--- config.mk ---
export PLATFORM = sky130hd
export DESIGN_NAME = paged_frame_allocator
export DESIGN_NICKNAME = d
export VERILOG_FILES = /design/src/design/pfa_pkg.sv /design/src/design/paged_frame_allocator.sv
export SDC_FILE = /design/constraint.sdc
export NUM_CORES = 2
export LEC_CHECK = 0
export BUFFER_PORTS_ARGS = -buffer_cell sky130_fd_sc_hd__buf_2
export CORE_ASPECT_RATIO = 0.75
export CORE_MARGIN = 5
export CORE_UTILIZATION = 46
export DETAILED_ROUTE_END_ITERATION = 12
export GPL_TIMING_DRIVEN = 0
export PLACE_DENSITY = 0.7
export SETUP_SLACK_MARGIN = 0.2
export SYNTH_ARGS = -nofsm -noshare
export SYNTH_HDL_FRONTEND = slang
export SYNTH_SLANG_ARGS = --single-unit
--- constraint.sdc ---
create_clock -name clk -period 8.9 [get_ports clk]
set_input_delay 1.335 -clock clk [delete_from_list [all_inputs] [get_ports clk]]
set_output_delay 1.335 -clock clk [all_outputs]
set_load 0.01 [all_outputs]
--- src/design/pfa_pkg.sv ---
`timescale 1ns / 1ps
// Paged frame allocator package: request and response payloads, action and
// status codes, sequencer states. No dependencies.
package pfa_pkg;

  localparam int NUM_FRAMES_DEF = 64;
  localparam int MAX_PROCS_DEF  = 16;
  localparam int PS_W           = 13;
  localparam int DIV_W          = 20;
  localparam int PAGE_LIMIT     = 64;
  localparam logic [PS_W-1:0] PS_RESET = 13'd32;

  localparam logic [2:0] ACT_CREATE    = 3'd0;
  localparam logic [2:0] ACT_RESIZE    = 3'd1;
  localparam logic [2:0] ACT_RELEASE   = 3'd2;
  localparam logic [2:0] ACT_TRANSLATE = 3'd3;
  localparam logic [2:0] ACT_CHECK     = 3'd4;

  localparam logic [2:0] STAT_OK         = 3'd0;
  localparam logic [2:0] STAT_NO_FRAME   = 3'd1;
  localparam logic [2:0] STAT_NO_PROC    = 3'd2;
  localparam logic [2:0] STAT_DENIED     = 3'd3;
  localparam logic [2:0] STAT_TABLE_FULL = 3'd4;

  typedef struct packed {
    logic [2:0]  action;
    logic [15:0] pid;
    logic [5:0]  page;
    logic [18:0] new_size;
    logic [17:0] address;
    logic [18:0] length;
  } req_t;

  typedef struct packed {
    logic [2:0]  status;
    logic [5:0]  frame;
    logic [17:0] base_address;
    logic [6:0]  page_count;
  } rsp_t;

  typedef enum logic [3:0] {
    ST_IDLE,
    ST_PSCAN,
    ST_DISPATCH,
    ST_DIV,
    ST_RESIZE,
    ST_CK_START,
    ST_FSCAN,
    ST_CK_RD,
    ST_CK_EV1,
    ST_CK_WAIT,
    ST_CK_EV2,
    ST_BASE1,
    ST_BASE2,
    ST_DONE
  } state_t;

  typedef enum logic [2:0] {
    SM_FIRST_FREE,
    SM_COUNT,
    SM_ALLOC,
    SM_SHRINK,
    SM_RELEASE,
    SM_XLATE
  } scan_mode_t;

endpackage

--- src/design/paged_frame_allocator.sv ---
`timescale 1ns / 1ps
// Paged frame allocator top level: sequencer, frame bitmap, owner/page and
// process memories, shared restoring divider and multiplier. Uses pfa_pkg.
//
// Usage: requests enter on in_valid/in_ready with an in_data payload of type
// pfa_pkg::req_t; one response per request leaves on out_valid/out_ready as
// pfa_pkg::rsp_t. page_size is written through cfg_we/cfg_wdata while idle.
// in_ready is high only while the sequencer is idle; one request at a time.
// Steps per request, from acceptance to out_valid: a process table scan, then
//   create/translate: one frame scan, then the base multiply
//   release: one frame scan
//   resize: divider + up to two frame scans (count, then allocate)
//   check: divider, owner and length checks, then the base multiply
// The frame scans and the bit-serial divider take most of the time.
// Reset (synchronous, rst_n low) frees every frame, empties the process
// table and sets page_size to 32. A stalled receiver holds the response in
// the output register; the next request is taken meanwhile and its response
// waits in the sequencer until the output register drains.
module paged_frame_allocator #(
  parameter int NUM_FRAMES = pfa_pkg::NUM_FRAMES_DEF,
  parameter int MAX_PROCS  = pfa_pkg::MAX_PROCS_DEF
) (
  input  logic                      clk,
  input  logic                      rst_n,
  input  logic                      in_valid,
  output logic                      in_ready,
  input  pfa_pkg::req_t             in_data,
  output logic                      out_valid,
  input  logic                      out_ready,
  output pfa_pkg::rsp_t             out_data,
  input  logic                      cfg_we,
  input  logic [pfa_pkg::PS_W-1:0]  cfg_wdata
);

  localparam int FW = $clog2(NUM_FRAMES);
  localparam int PW = (MAX_PROCS > 1) ? $clog2(MAX_PROCS) : 1;
  localparam int MA = (FW > 7) ? FW : 7;
  localparam int CW = MA + pfa_pkg::PS_W;
  localparam int DW = pfa_pkg::DIV_W;
  localparam int SW = pfa_pkg::PS_W;

  pfa_pkg::state_t     state_r, state_nxt;
  pfa_pkg::scan_mode_t mode_r, mode_nxt;
  pfa_pkg::req_t       req_r, req_nxt;
  pfa_pkg::rsp_t       res_r, res_nxt;
  pfa_pkg::rsp_t       out_r, out_nxt;
  logic                out_valid_r, out_valid_nxt;

  logic [SW-1:0] ps_cfg_r, ps_cfg_nxt;
  logic [SW-1:0] ps_r, ps_nxt;

  logic          found_r, found_nxt;
  logic [PW-1:0] p_r, p_nxt;
  logic [6:0]    cur_r, cur_nxt;
  logic          slot_found_r, slot_found_nxt;
  logic [PW-1:0] slot_r, slot_nxt;
  logic [PW-1:0] pa_r, pa_nxt;
  logic          prd_vld_r, prd_vld_nxt;
  logic [PW-1:0] prd_idx_r, prd_idx_nxt;
  logic [15:0]   pid_rd_r;
  logic [6:0]    pages_rd_r;

  logic [FW-1:0] fi_r, fi_nxt;
  logic          frd_vld_r, frd_vld_nxt;
  logic [FW-1:0] frd_idx_r, frd_idx_nxt;
  logic [15:0]   ow_rd_r;
  logic [5:0]    pg_rd_r;

  logic [NUM_FRAMES-1:0] frame_used_r, frame_used_nxt;
  logic [MAX_PROCS-1:0]  proc_valid_r, proc_valid_nxt;

  logic [DW-1:0] dq_r, dq_nxt;
  logic [SW-1:0] drem_r, drem_nxt;
  logic [4:0]    dcnt_r, dcnt_nxt;

  logic [MA-1:0] mul_a_r, mul_a_nxt;
  logic [CW-1:0] prod_r;

  logic [6:0]    want_r, want_nxt;
  logic [6:0]    need_r, need_nxt;
  logic [6:0]    k_r, k_nxt;
  logic [FW:0]   freec_r, freec_nxt;
  logic [FW-1:0] hit_idx_r, hit_idx_nxt;

  logic [15:0] frame_owner_mem [NUM_FRAMES];
  logic [5:0]  frame_page_mem  [NUM_FRAMES];
  logic [15:0] proc_id_mem     [MAX_PROCS];
  logic [6:0]  proc_pages_mem  [MAX_PROCS];

  logic          fwe;
  logic [FW-1:0] fwa;
  logic [5:0]    fw_page;
  logic          pwe;
  logic [PW-1:0] pwa;
  logic [6:0]    pw_pages;

  logic [SW:0]   div_sh;
  logic          div_ge;
  logic [SW:0]   div_sub;
  logic          f_used, f_own, f_last;
  logic          ck_own;
  logic [SW:0]   avail;
  logic [CW-1:0] len_x, avail_x, diff_x;
  logic [FW:0]   free_tot;
  logic [DW-1:0] rs_dividend;

  assign in_ready  = (state_r == pfa_pkg::ST_IDLE);
  assign out_valid = out_valid_r;
  assign out_data  = out_r;

  assign div_sh   = {drem_r, dq_r[DW-1]};
  assign div_ge   = div_sh >= {1'b0, ps_r};
  assign div_sub  = div_sh - {1'b0, ps_r};
  assign f_used   = frame_used_r[frd_idx_r];
  assign f_own    = f_used && (ow_rd_r == req_r.pid);
  assign f_last   = (frd_idx_r == FW'(NUM_FRAMES - 1));
  assign ck_own   = frame_used_r[hit_idx_r] && (ow_rd_r == req_r.pid);
  assign avail    = {1'b0, ps_r} - {1'b0, drem_r};
  assign len_x    = CW'(req_r.length);
  assign avail_x  = CW'(avail);
  assign diff_x   = len_x - avail_x;
  assign free_tot = freec_r + {{FW{1'b0}}, ~f_used};
  assign rs_dividend = DW'(req_r.new_size) + DW'(ps_r) - DW'(1);

  always_ff @(posedge clk) begin
    if (fwe) begin
      frame_owner_mem[fwa] <= req_r.pid;
      frame_page_mem[fwa]  <= fw_page;
    end
    ow_rd_r <= frame_owner_mem[fi_r];
    pg_rd_r <= frame_page_mem[fi_r];
  end

  always_ff @(posedge clk) begin
    if (pwe) begin
      proc_id_mem[pwa]    <= req_r.pid;
      proc_pages_mem[pwa] <= pw_pages;
    end
    pid_rd_r   <= proc_id_mem[pa_r];
    pages_rd_r <= proc_pages_mem[pa_r];
  end

  always_ff @(posedge clk) begin
    prod_r <= CW'(mul_a_r) * CW'(ps_r);
  end

  always_ff @(posedge clk) begin
    if (!rst_n) begin
      state_r      <= pfa_pkg::ST_IDLE;
      out_valid_r  <= 1'b0;
      ps_cfg_r     <= pfa_pkg::PS_RESET;
      frame_used_r <= '0;
      proc_valid_r <= '0;
      prd_vld_r    <= 1'b0;
      frd_vld_r    <= 1'b0;
    end else begin
      state_r      <= state_nxt;
      out_valid_r  <= out_valid_nxt;
      ps_cfg_r     <= ps_cfg_nxt;
      frame_used_r <= frame_used_nxt;
      proc_valid_r <= proc_valid_nxt;
      prd_vld_r    <= prd_vld_nxt;
      frd_vld_r    <= frd_vld_nxt;
    end
  end

  always_ff @(posedge clk) begin
    mode_r       <= mode_nxt;
    req_r        <= req_nxt;
    res_r        <= res_nxt;
    out_r        <= out_nxt;
    ps_r         <= ps_nxt;
    found_r      <= found_nxt;
    p_r          <= p_nxt;
    cur_r        <= cur_nxt;
    slot_found_r <= slot_found_nxt;
    slot_r       <= slot_nxt;
    pa_r         <= pa_nxt;
    prd_idx_r    <= prd_idx_nxt;
    fi_r         <= fi_nxt;
    frd_idx_r    <= frd_idx_nxt;
    dq_r         <= dq_nxt;
    drem_r       <= drem_nxt;
    dcnt_r       <= dcnt_nxt;
    mul_a_r      <= mul_a_nxt;
    want_r       <= want_nxt;
    need_r       <= need_nxt;
    k_r          <= k_nxt;
    freec_r      <= freec_nxt;
    hit_idx_r    <= hit_idx_nxt;
  end

  always_comb begin
    state_nxt      = state_r;
    mode_nxt       = mode_r;
    req_nxt        = req_r;
    res_nxt        = res_r;
    out_nxt        = out_r;
    out_valid_nxt  = out_valid_r;
    ps_cfg_nxt     = ps_cfg_r;
    ps_nxt         = ps_r;
    found_nxt      = found_r;
    p_nxt          = p_r;
    cur_nxt        = cur_r;
    slot_found_nxt = slot_found_r;
    slot_nxt       = slot_r;
    pa_nxt         = pa_r;
    prd_vld_nxt    = 1'b0;
    prd_idx_nxt    = prd_idx_r;
    fi_nxt         = fi_r;
    frd_vld_nxt    = 1'b0;
    frd_idx_nxt    = frd_idx_r;
    frame_used_nxt = frame_used_r;
    proc_valid_nxt = proc_valid_r;
    dq_nxt         = dq_r;
    drem_nxt       = drem_r;
    dcnt_nxt       = dcnt_r;
    mul_a_nxt      = mul_a_r;
    want_nxt       = want_r;
    need_nxt       = need_r;
    k_nxt          = k_r;
    freec_nxt      = freec_r;
    hit_idx_nxt    = hit_idx_r;
    fwe            = 1'b0;
    fwa            = frd_idx_r;
    fw_page        = '0;
    pwe            = 1'b0;
    pwa            = p_r;
    pw_pages       = want_r;

    if (cfg_we) begin
      ps_cfg_nxt = cfg_wdata;
    end
    if (out_valid_r && out_ready) begin
      out_valid_nxt = 1'b0;
    end

    unique case (state_r)
      pfa_pkg::ST_IDLE: begin
        if (in_valid) begin
          req_nxt        = in_data;
          ps_nxt         = (ps_cfg_r == '0) ? SW'(1) : ps_cfg_r;
          found_nxt      = 1'b0;
          slot_found_nxt = 1'b0;
          cur_nxt        = '0;
          pa_nxt         = '0;
          state_nxt      = pfa_pkg::ST_PSCAN;
        end
      end
      pfa_pkg::ST_PSCAN: begin
        pa_nxt      = pa_r + PW'(1);
        prd_vld_nxt = 1'b1;
        prd_idx_nxt = pa_r;
        if (prd_vld_r) begin
          if (proc_valid_r[prd_idx_r] && (pid_rd_r == req_r.pid) && !found_r) begin
            found_nxt = 1'b1;
            p_nxt     = prd_idx_r;
            cur_nxt   = pages_rd_r;
          end
          if (!proc_valid_r[prd_idx_r] && !slot_found_r) begin
            slot_found_nxt = 1'b1;
            slot_nxt       = prd_idx_r;
          end
          if (prd_idx_r == PW'(MAX_PROCS - 1)) begin
            prd_vld_nxt = 1'b0;
            state_nxt   = pfa_pkg::ST_DISPATCH;
          end
        end
      end
      pfa_pkg::ST_DISPATCH: begin
        res_nxt     = '0;
        fi_nxt      = '0;
        freec_nxt   = '0;
        k_nxt       = '0;
        dcnt_nxt    = '0;
        drem_nxt    = '0;
        state_nxt   = pfa_pkg::ST_DONE;
        if (req_r.action == pfa_pkg::ACT_CREATE) begin
          if (found_r) begin
            res_nxt.status     = pfa_pkg::STAT_DENIED;
            res_nxt.page_count = cur_r;
          end else if (!slot_found_r) begin
            res_nxt.status = pfa_pkg::STAT_TABLE_FULL;
          end else begin
            mode_nxt  = pfa_pkg::SM_FIRST_FREE;
            state_nxt = pfa_pkg::ST_FSCAN;
          end
        end else if (req_r.action > pfa_pkg::ACT_CHECK) begin
          res_nxt.status = pfa_pkg::STAT_DENIED;
        end else if (!found_r) begin
          res_nxt.status = pfa_pkg::STAT_NO_PROC;
        end else begin
          res_nxt.page_count = cur_r;
          case (req_r.action)
            pfa_pkg::ACT_RESIZE: begin
              dq_nxt    = rs_dividend;
              state_nxt = pfa_pkg::ST_DIV;
            end
            pfa_pkg::ACT_RELEASE: begin
              mode_nxt  = pfa_pkg::SM_RELEASE;
              state_nxt = pfa_pkg::ST_FSCAN;
            end
            pfa_pkg::ACT_TRANSLATE: begin
              if ({1'b0, req_r.page} < cur_r) begin
                mode_nxt  = pfa_pkg::SM_XLATE;
                state_nxt = pfa_pkg::ST_FSCAN;
              end else begin
                res_nxt.status = pfa_pkg::STAT_DENIED;
              end
            end
            default: begin
              dq_nxt    = DW'(req_r.address);
              state_nxt = pfa_pkg::ST_DIV;
            end
          endcase
        end
      end
      pfa_pkg::ST_DIV: begin
        dq_nxt   = {dq_r[DW-2:0], div_ge};
        drem_nxt = div_ge ? div_sub[SW-1:0] : div_sh[SW-1:0];
        dcnt_nxt = dcnt_r + 5'd1;
        if (dcnt_r == 5'(DW - 1)) begin
          state_nxt = (req_r.action == pfa_pkg::ACT_RESIZE) ? pfa_pkg::ST_RESIZE
                                                             : pfa_pkg::ST_CK_START;
        end
      end
      pfa_pkg::ST_RESIZE: begin
        want_nxt  = dq_r[6:0];
        need_nxt  = dq_r[6:0] - cur_r;
        fi_nxt    = '0;
        state_nxt = pfa_pkg::ST_FSCAN;
        if (dq_r > DW'(pfa_pkg::PAGE_LIMIT)) begin
          res_nxt.status = pfa_pkg::STAT_NO_FRAME;
          state_nxt      = pfa_pkg::ST_DONE;
        end else if (dq_r[6:0] < cur_r) begin
          mode_nxt = pfa_pkg::SM_SHRINK;
        end else if (dq_r[6:0] > cur_r) begin
          mode_nxt = pfa_pkg::SM_COUNT;
        end else begin
          pwe                = 1'b1;
          pw_pages           = dq_r[6:0];
          res_nxt.page_count = dq_r[6:0];
          state_nxt          = pfa_pkg::ST_DONE;
        end
      end
      pfa_pkg::ST_CK_START: begin
        if (dq_r >= DW'(NUM_FRAMES)) begin
          res_nxt.status = pfa_pkg::STAT_DENIED;
          state_nxt      = pfa_pkg::ST_DONE;
        end else begin
          fi_nxt      = dq_r[FW-1:0];
          hit_idx_nxt = dq_r[FW-1:0];
          mul_a_nxt   = MA'(cur_r);
          state_nxt   = pfa_pkg::ST_CK_RD;
        end
      end
      pfa_pkg::ST_CK_RD: begin
        state_nxt = pfa_pkg::ST_CK_EV1;
      end
      pfa_pkg::ST_CK_EV1: begin
        if (!ck_own || (len_x > prod_r)) begin
          res_nxt.status = pfa_pkg::STAT_DENIED;
          state_nxt      = pfa_pkg::ST_DONE;
        end else if (len_x <= avail_x) begin
          mul_a_nxt = MA'(hit_idx_r);
          state_nxt = pfa_pkg::ST_BASE1;
        end else if ({1'b0, pg_rd_r} >= cur_r) begin
          res_nxt.status = pfa_pkg::STAT_DENIED;
          state_nxt      = pfa_pkg::ST_DONE;
        end else begin
          mul_a_nxt = MA'(cur_r - 7'd1 - {1'b0, pg_rd_r});
          state_nxt = pfa_pkg::ST_CK_WAIT;
        end
      end
      pfa_pkg::ST_CK_WAIT: begin
        state_nxt = pfa_pkg::ST_CK_EV2;
      end
      pfa_pkg::ST_CK_EV2: begin
        if (diff_x <= prod_r) begin
          mul_a_nxt = MA'(hit_idx_r);
          state_nxt = pfa_pkg::ST_BASE1;
        end else begin
          res_nxt.status = pfa_pkg::STAT_DENIED;
          state_nxt      = pfa_pkg::ST_DONE;
        end
      end
      pfa_pkg::ST_FSCAN: begin
        fi_nxt      = fi_r + FW'(1);
        frd_vld_nxt = 1'b1;
        frd_idx_nxt = fi_r;
        if (frd_vld_r) begin
          case (mode_r)
            pfa_pkg::SM_FIRST_FREE: begin
              if (!f_used) begin
                frame_used_nxt[frd_idx_r] = 1'b1;
                fwe                       = 1'b1;
                pwe                       = 1'b1;
                pwa                       = slot_r;
                pw_pages                  = 7'd1;
                proc_valid_nxt[slot_r]    = 1'b1;
                hit_idx_nxt               = frd_idx_r;
                mul_a_nxt                 = MA'(frd_idx_r);
                res_nxt.page_count        = 7'd1;
                frd_vld_nxt               = 1'b0;
                state_nxt                 = pfa_pkg::ST_BASE1;
              end else if (f_last) begin
                res_nxt.status = pfa_pkg::STAT_NO_FRAME;
                frd_vld_nxt    = 1'b0;
                state_nxt      = pfa_pkg::ST_DONE;
              end
            end
            pfa_pkg::SM_COUNT: begin
              freec_nxt = free_tot;
              if (f_last) begin
                frd_vld_nxt = 1'b0;
                fi_nxt      = '0;
                if (11'(need_r) > 11'(free_tot)) begin
                  res_nxt.status = pfa_pkg::STAT_NO_FRAME;
                  state_nxt      = pfa_pkg::ST_DONE;
                end else begin
                  mode_nxt = pfa_pkg::SM_ALLOC;
                end
              end
            end
            pfa_pkg::SM_ALLOC: begin
              if (!f_used) begin
                frame_used_nxt[frd_idx_r] = 1'b1;
                fwe                       = 1'b1;
                fw_page                   = 6'(cur_r + k_r);
                k_nxt                     = k_r + 7'd1;
                if (k_r + 7'd1 == need_r) begin
                  pwe                = 1'b1;
                  res_nxt.page_count = want_r;
                  frd_vld_nxt        = 1'b0;
                  state_nxt          = pfa_pkg::ST_DONE;
                end
              end
            end
            pfa_pkg::SM_SHRINK: begin
              if (f_own && ({1'b0, pg_rd_r} >= want_r)) begin
                frame_used_nxt[frd_idx_r] = 1'b0;
              end
              if (f_last) begin
                pwe                = 1'b1;
                res_nxt.page_count = want_r;
                frd_vld_nxt        = 1'b0;
                state_nxt          = pfa_pkg::ST_DONE;
              end
            end
            pfa_pkg::SM_RELEASE: begin
              if (f_own) begin
                frame_used_nxt[frd_idx_r] = 1'b0;
              end
              if (f_last) begin
                proc_valid_nxt[p_r] = 1'b0;
                res_nxt.page_count  = '0;
                frd_vld_nxt         = 1'b0;
                state_nxt           = pfa_pkg::ST_DONE;
              end
            end
            default: begin
              if (f_own && (pg_rd_r == req_r.page)) begin
                hit_idx_nxt = frd_idx_r;
                mul_a_nxt   = MA'(frd_idx_r);
                frd_vld_nxt = 1'b0;
                state_nxt   = pfa_pkg::ST_BASE1;
              end else if (f_last) begin
                res_nxt.status = pfa_pkg::STAT_DENIED;
                frd_vld_nxt    = 1'b0;
                state_nxt      = pfa_pkg::ST_DONE;
              end
            end
          endcase
        end
      end
      pfa_pkg::ST_BASE1: begin
        state_nxt = pfa_pkg::ST_BASE2;
      end
      pfa_pkg::ST_BASE2: begin
        res_nxt.status       = pfa_pkg::STAT_OK;
        res_nxt.frame        = 6'(hit_idx_r);
        res_nxt.base_address = prod_r[17:0];
        state_nxt            = pfa_pkg::ST_DONE;
      end
      pfa_pkg::ST_DONE: begin
        if (!out_valid_r || out_ready) begin
          out_valid_nxt = 1'b1;
          out_nxt       = res_r;
          state_nxt     = pfa_pkg::ST_IDLE;
        end
      end
      default: begin
        state_nxt = pfa_pkg::ST_IDLE;
      end
    endcase
  end

  a_out_from_done: assert property (@(posedge clk) disable iff (!rst_n)
    $rose(out_valid_r) |-> $past(state_r == pfa_pkg::ST_DONE))
    else $error("response raised outside of completion");

  a_div_nonzero: assert property (@(posedge clk) disable iff (!rst_n)
    (state_r == pfa_pkg::ST_DIV) |-> (ps_r != '0))
    else $error("divider running with zero page size");

  a_alloc_bound: assert property (@(posedge clk) disable iff (!rst_n)
    (state_r == pfa_pkg::ST_FSCAN && mode_r == pfa_pkg::SM_ALLOC) |-> (k_r < need_r))
    else $error("allocation count overran request");

  a_fail_no_frame: assert property (@(posedge clk) disable iff (!rst_n)
    (out_valid_r && out_r.status != pfa_pkg::STAT_OK)
      |-> (out_r.frame == '0 && out_r.base_address == '0))
    else $error("failed response carries a frame");

endmodule
Word-level counts from Yosys, hierarchy flattened
Memories as Yosys holds them, arrays and structs flattened. A register that Yosys moved wholly into a read port is not among the register bits.
Cells that the tools add are included.
{"block": "totals", "ram_bits": 1776, "wordCells": 425, "output_inout_bits": 36, "memories": 4, "reg_bits": 401}
{"memory": "frame_owner_mem", "words": 64, "word_bits": 16, "read_ports": 1, "rd_ports_with_merged_regs": 1, "wr": 1, "line": "paged_frame_allocator.sv:85", "source": "logic [15:0] frame_owner_mem [NUM_FRAMES];"}
{"memory": "frame_page_mem", "words": 64, "word_bits": 6, "read_ports": 1, "rd_ports_with_merged_regs": 1, "wr": 1, "line": "paged_frame_allocator.sv:86", "source": "logic [5:0] frame_page_mem [NUM_FRAMES];"}
{"memory": "proc_id_mem", "words": 16, "word_bits": 16, "read_ports": 1, "rd_ports_with_merged_regs": 1, "wr": 1, "line": "paged_frame_allocator.sv:87", "source": "logic [15:0] proc_id_mem [MAX_PROCS];"}
{"memory": "proc_pages_mem", "words": 16, "word_bits": 7, "read_ports": 1, "rd_ports_with_merged_regs": 1, "wr": 1, "line": "paged_frame_allocator.sv:88", "source": "logic [6:0] proc_pages_mem [MAX_PROCS];"}
{"block": "op_classes", "addsub": 14, "n_mul": 1, "eq_ne": 81, "reduce_logical": 61, "order_cmp": 21, "bitwise_logic": 7, "muxes": 194}
{"cell": "7-bit 2-to-1 mux", "count": 34}
{"cell": "64-bit 2-to-1 mux", "count": 3}
{"cell": "64-bit case mux with 3 select lines", "count": 1}
{"cell": "4-bit 2-to-1 mux", "count": 28}
{"cell": "3-bit 2-to-1 mux", "count": 33}
{"cell": "20-bit case mux with 2 select lines", "count": 2}
{"cell": "7-bit case mux with 2 select lines", "count": 5}
{"cell": "6-bit 2-to-1 mux", "count": 11}
{"cell": "64-bit AND", "count": 1}
{"cell": "64-bit inverter", "count": 1}
{"cell": "64-bit OR", "count": 1}
{"cell": "2-bit != test, second input constant", "count": 31}
{"cell": "20-bit 2-to-1 mux", "count": 3}
{"cell": "4-bit case mux with 14 select lines", "count": 1}
{"cell": "7-bit case mux with 4 select lines", "count": 2}
{"cell": "3-bit != test, second input constant", "count": 16}
{"cell": "24-bit case mux with 2 select lines", "count": 1}
{"cell": "1-bit 2-to-1 mux", "count": 38}
{"cell": "16-bit == test", "count": 2}
{"cell": "16-bit 2-to-1 mux", "count": 2}
{"cell": "16-bit case mux with 2 select lines", "count": 1}
{"cell": "4-bit == test, second input constant", "count": 7}
{"cell": "13-bit case mux with 2 select lines", "count": 1}
{"cell": "6-bit case mux with 2 select lines", "count": 2}
{"cell": "88 further kinds", "count": 152}

Longest topological paths before layout
{"block": "logic_depth", "ltp_word": 10, "depth_mapped": 29, "ltp_nobuf": 29}

Worst setup path after synthesis
OpenSTA, ideal clock, no wires.
{"block": "synth_timing", "kind": "register to register", "startpoint": "register ps_r[0]", "endpoint": "register mul_a_r[0], enable pin", "t_arrival_ns": 5.769, "period_less_slack_ns": 6.154, "path_stages_with_launch": 26, "setup_ns": 0.385, "path_slack_ns": 2.746, "cell_sequence": "edfxtp_1 > inv_1 > ha_1 > inv_1 > fa_1 > a21o_1 > a21oi_1 > o21bai_1 > a21oi_1 > nor2b_1 > o2111ai_1 > nand3_1 > o41a_1 > xnor2_1 > ha_1 > clkbuf_1 > nand4_1 > or4_1 > o21a_1 > xor2_1 > ha_1 > nand4_1 > nor4_1 > nand4_1 > and4b_1 > a311oi_1"}
{"block": "synth_via", "elab_chain_cells": 5, "elab_cells_between_ends": 7, "cone_classes": "add/sub (2); order compare (2); eq/ne (2); reduce/logical (1)"}
{"element": "start, declared", "line": "paged_frame_allocator.sv:50", "source": "logic [SW-1:0] ps_r, ps_nxt;"}
{"element": "start signal, assigned", "line": "paged_frame_allocator.sv:172", "source": "ps_r <= ps_nxt;"}
{"element": "13-bit by 13-bit subtractor with 14-bit output *", "line": "paged_frame_allocator.sv:118", "source": "assign avail = {1'b0, ps_r} - {1'b0, drem_r};"}
{"element": "19-bit by 14-bit subtractor with 20-bit output", "line": "paged_frame_allocator.sv:121", "source": "assign diff_x = len_x - avail_x;"}
{"element": "20-bit less-or-equal comparator", "line": "paged_frame_allocator.sv:379", "source": "if (diff_x <= prod_r) begin"}
{"element": "2-bit != test (no source line)"}
{"element": "9-bit AND reduction (no source line) *"}
{"element": "end signal, assigned", "line": "paged_frame_allocator.sv:185", "source": "mul_a_r <= mul_a_nxt;"}
{"element": "end, declared", "line": "paged_frame_allocator.sv:76", "source": "logic [MA-1:0] mul_a_r, mul_a_nxt;"}
Every way passes the cells marked *; elsewhere a longest branch is shown, timed or not.
A chain may end at the register's enable or synchronous reset.

Worst setup path in the final report
{"block": "layout_timing", "startpoint": "register ps_r[0]", "endpoint": "register mul_a_r[5], enable pin"}
The elaborated chain is that of the path after synthesis.

==> out/metrics.csv <==
metric,value,unit
status,completed,
ys.flop_type,edfxtp_1,
antenna_found_initial,21,
ys_types,85,
cts_setup_buffers,0,
rrSetupSlack,930,ps
hold_viol_final,0,
synth-seq-area-share,68.7,%
peakVddDrop,0.000246,V
core,205000,sq um
crit_required,9370,ps
critPathKind,register to register,
ant_nets,0,
start_util,46.2,%
cts_buffer_depth,3,
clock-sinks,2222,
slew_viol_final,0,
period_minus_slack,7970,ps
worstMarginPinSlew,1450,ps
synth.net_count,6256,
leakage,35.5,nW
drive_above_1_share,17.1,%
ys_ff_latch,2222,
swShare,34.3,%
grt_pass1_vias,54700,
reg2reg_depth,23,
yosys.area.top_type,edfxtp_1,
drt_iter0_drc,7647,
reg2reg_to,mul_a_r[5],
synth_warnings,0,
clk_pin_slew_worst_paths,60,ps
viasPerCell,6.12,
vias,56600,
fin_nets,6716,
setup_viol,0,
port_buffers,132,
pre_cts_ws,710,ps
tns,0,ps
hold_slack,420,ps
drv_cap,0,
track_usage,24.0,%
synth.most_common_cell,edfxtp_1,
clk_latency,840,ps
startpoint_type,register,
synth_edf_count,2057,
gp_congestion,0.934,
setup_slack,930,ps
die_h,403,um
power_density,300,nW/um^2
grt_max_degree,49,
grt_pass1_wl,380000,um
cts_hold_buffers,0,
drcViolationCount,0,
rows,144,
synth_top_area_share,65.2,%
die_w,534,um
dr.pass1.iters,6,
crit_path_end_kind,register,
min_from,res_r[23],
cts_tree,yes,
htree_levels,4,
clock_skew,60.5,ps
dieArea,215000,sq um
avgSynthCellArea,16.0,sq um
r2r_start,ps_r[0],
dp_hpwl,189000,um
cts_made_buffers,204,
cts_resized,0,
slew_headroom,3.11,%
min_delay_path_depth,0,
routedWlPerCell,28.5,um
rsz0062_at_grt,no,
path_max_fanout,9,
yosys-top-cells-count,"edfxtp_1, nand2_1, a21oi_1",
fmax,0.125,GHz
num_io_pins,135,
min_path_type,register to register,
async_flop_share,0,%
internal_power,21.4,mW
synth_area,94700,sq um
syn_to_final_growth,14.9,%
yosys-top-cells-area,"edfxtp_1, mux4_2, dfxtp_1, mux2i_1, ha_1",
synthesis.instances,5901,
gr-total-overflow,0,
cts_root_buf,clkbuf_16,
crit_arrival,8440,ps
seq_power_share,39.3,%
clkPwrFrac,27.1,%
pwr-share-comb,33.7,%
hold_path_end,out_data[23],
power_switching,11.2,mW
min_period_over_period,89.5,%
routed_wl,264000,um
-- cell families after synthesis --
family	Yosys count	share of synthesized area (%)
mux	728	12.1
compound gates	984	6.78
simple gates	1037	5.02
xor+xnor	143	1.37
flops	2222	68.7
buf+inv	531	2.15
fa+ha+maj	256	3.87
-- worst max path at each step --
stage | to | slack, ps | start | cells after the start
after floorplan | mul_a_r[0] | 2750 | ps_r[0] | 25
after global placement | mul_a_r[3] | 790 | ps_r[0] | 25
final | mul_a_r[5] | 930 | ps_r[0] | 23
after global routing | mul_a_r[3] | 520 | ps_r[0] | 25
after detailed placement | mul_a_r[3] | 710 | ps_r[0] | 25
after CTS | mul_a_r[3] | 670 | ps_r[0] | 25
-- power by group through the flow --
stage | Clock [mW] | Combinational [mW] | Sequential, mW
floorplan | 0 | 6.87 | 13.0
global placement | 0 | 9.84 | 13.5
detailed placement | 0 | 10.7 | 13.0
CTS | 8.90 | 10.8 | 12.8
global route | 9.36 | 11.9 | 12.8
finish | 8.82 | 11.0 | 12.8
-- area by class of cell --
cell class	count	area [sq um]
antenna	7	17.5
buffer	314	1230
clock buffer	257	5370
clock inverter	130	1340
fill	16100	96300
inverter	217	815
multi-input combinational	3148	28200
sequential	2222	65100
tap	2701	3380
timing repair buffer	254	3390
-- worst max-delay path, stage by stage (launching register included) --
cell and delay, ps:
edfxtp_1 610, inv_1 210, ha_1 210, inv_1 70, fa_1 390, a21o_1 180, a21oi_1 250, o21bai_1 100
a21oi_1 250, xor2_1 170, ha_1 270, o41ai_1 790, o21bai_1 120, a21oi_1 350, o21ai_0 270, a31o_2 310
a211oi_1 300, xor2_1 120, ha_1 310, nand4_1 160, nor4_1 540, nand4_1 390, and4b_1 420, a311oi_2 790
-- placed cells by master (no fill, tap or decap), types with 42 or more instances in the layout --
cell | netlist | routed
ha_1 | 195 | 195
o21ai_0 | 193 | 192
mux2_2 | 91 | 91
nand3_1 | 72 | 72
xor2_1 | 59 | 59
nor2_1 | 306 | 235
a21oi_1 | 328 | 312
edfxtp_1 | 2057 | 2057
inv_1 | 213 | 213
clkbuf_16 | 0 | 204
fa_1 | 61 | 61
buf_16 | 0 | 65
nand2_1 | 357 | 357
nor3_1 | 62 | 60
mux2i_1 | 308 | 308
mux4_2 | 324 | 324
o221ai_1 | 91 | 91
buf_1 | 68 | 66
clkbuf_1 | 215 | 261
dfxtp_1 | 165 | 165
o22ai_1 | 94 | 94
xnor2_1 | 81 | 81
and2_1 | 59 | 58
o221a_1 | 56 | 56
clkinv_1 | 3 | 42
buf_2 | 29 | 161
-- stage by stage --
step / cell area (sq um) / instances / power, mW / util, %
after CTS: 109000 / 9242 / 32.5 / 53.0
after global placement: 98700 / 8734 / 23.3 / 48.2
after detailed placement: 102000 / 8855 / 23.7 / 49.8
final: 109000 / 9250 / 32.6 / 53.1
after global routing: 109000 / 9244 / 34.1 / 53.0
after floorplan: 94700 / 5901 / 19.9 / -
-- metal layers --
metal	vias up	global-route usage, %	wire, um	part of all wire (%)
met5	-	0	25	0.0095
met2	3146	34.5	113000	43
met1	28900	36.0	111000	42
met4	4	6.23	7460	2.8
li1	24100	-	-	-
met3	482	6.93	31900	12
-- sequential cells by signal, summed over array words and instances (netlist names), 7 cells and up, named ones only --
name             count
freec_r              7
dq_r                20
ow_rd_r             16
ps_r                13
cur_r                7
pid_rd_r            16
out_data            34
pages_rd_r           7
prod_r              20
k_r                  7
proc_id_mem        256
mul_a_r              7
res_r               34
want_r               7
frame_owner_mem   1024
req_r               62
need_r               7
proc_pages_mem     112
frame_page_mem     384
drem_r              13
len_x               19
ps_cfg_r            13
proc_valid_r        16
No activity file was read; power rests on OpenSTA's default activity.
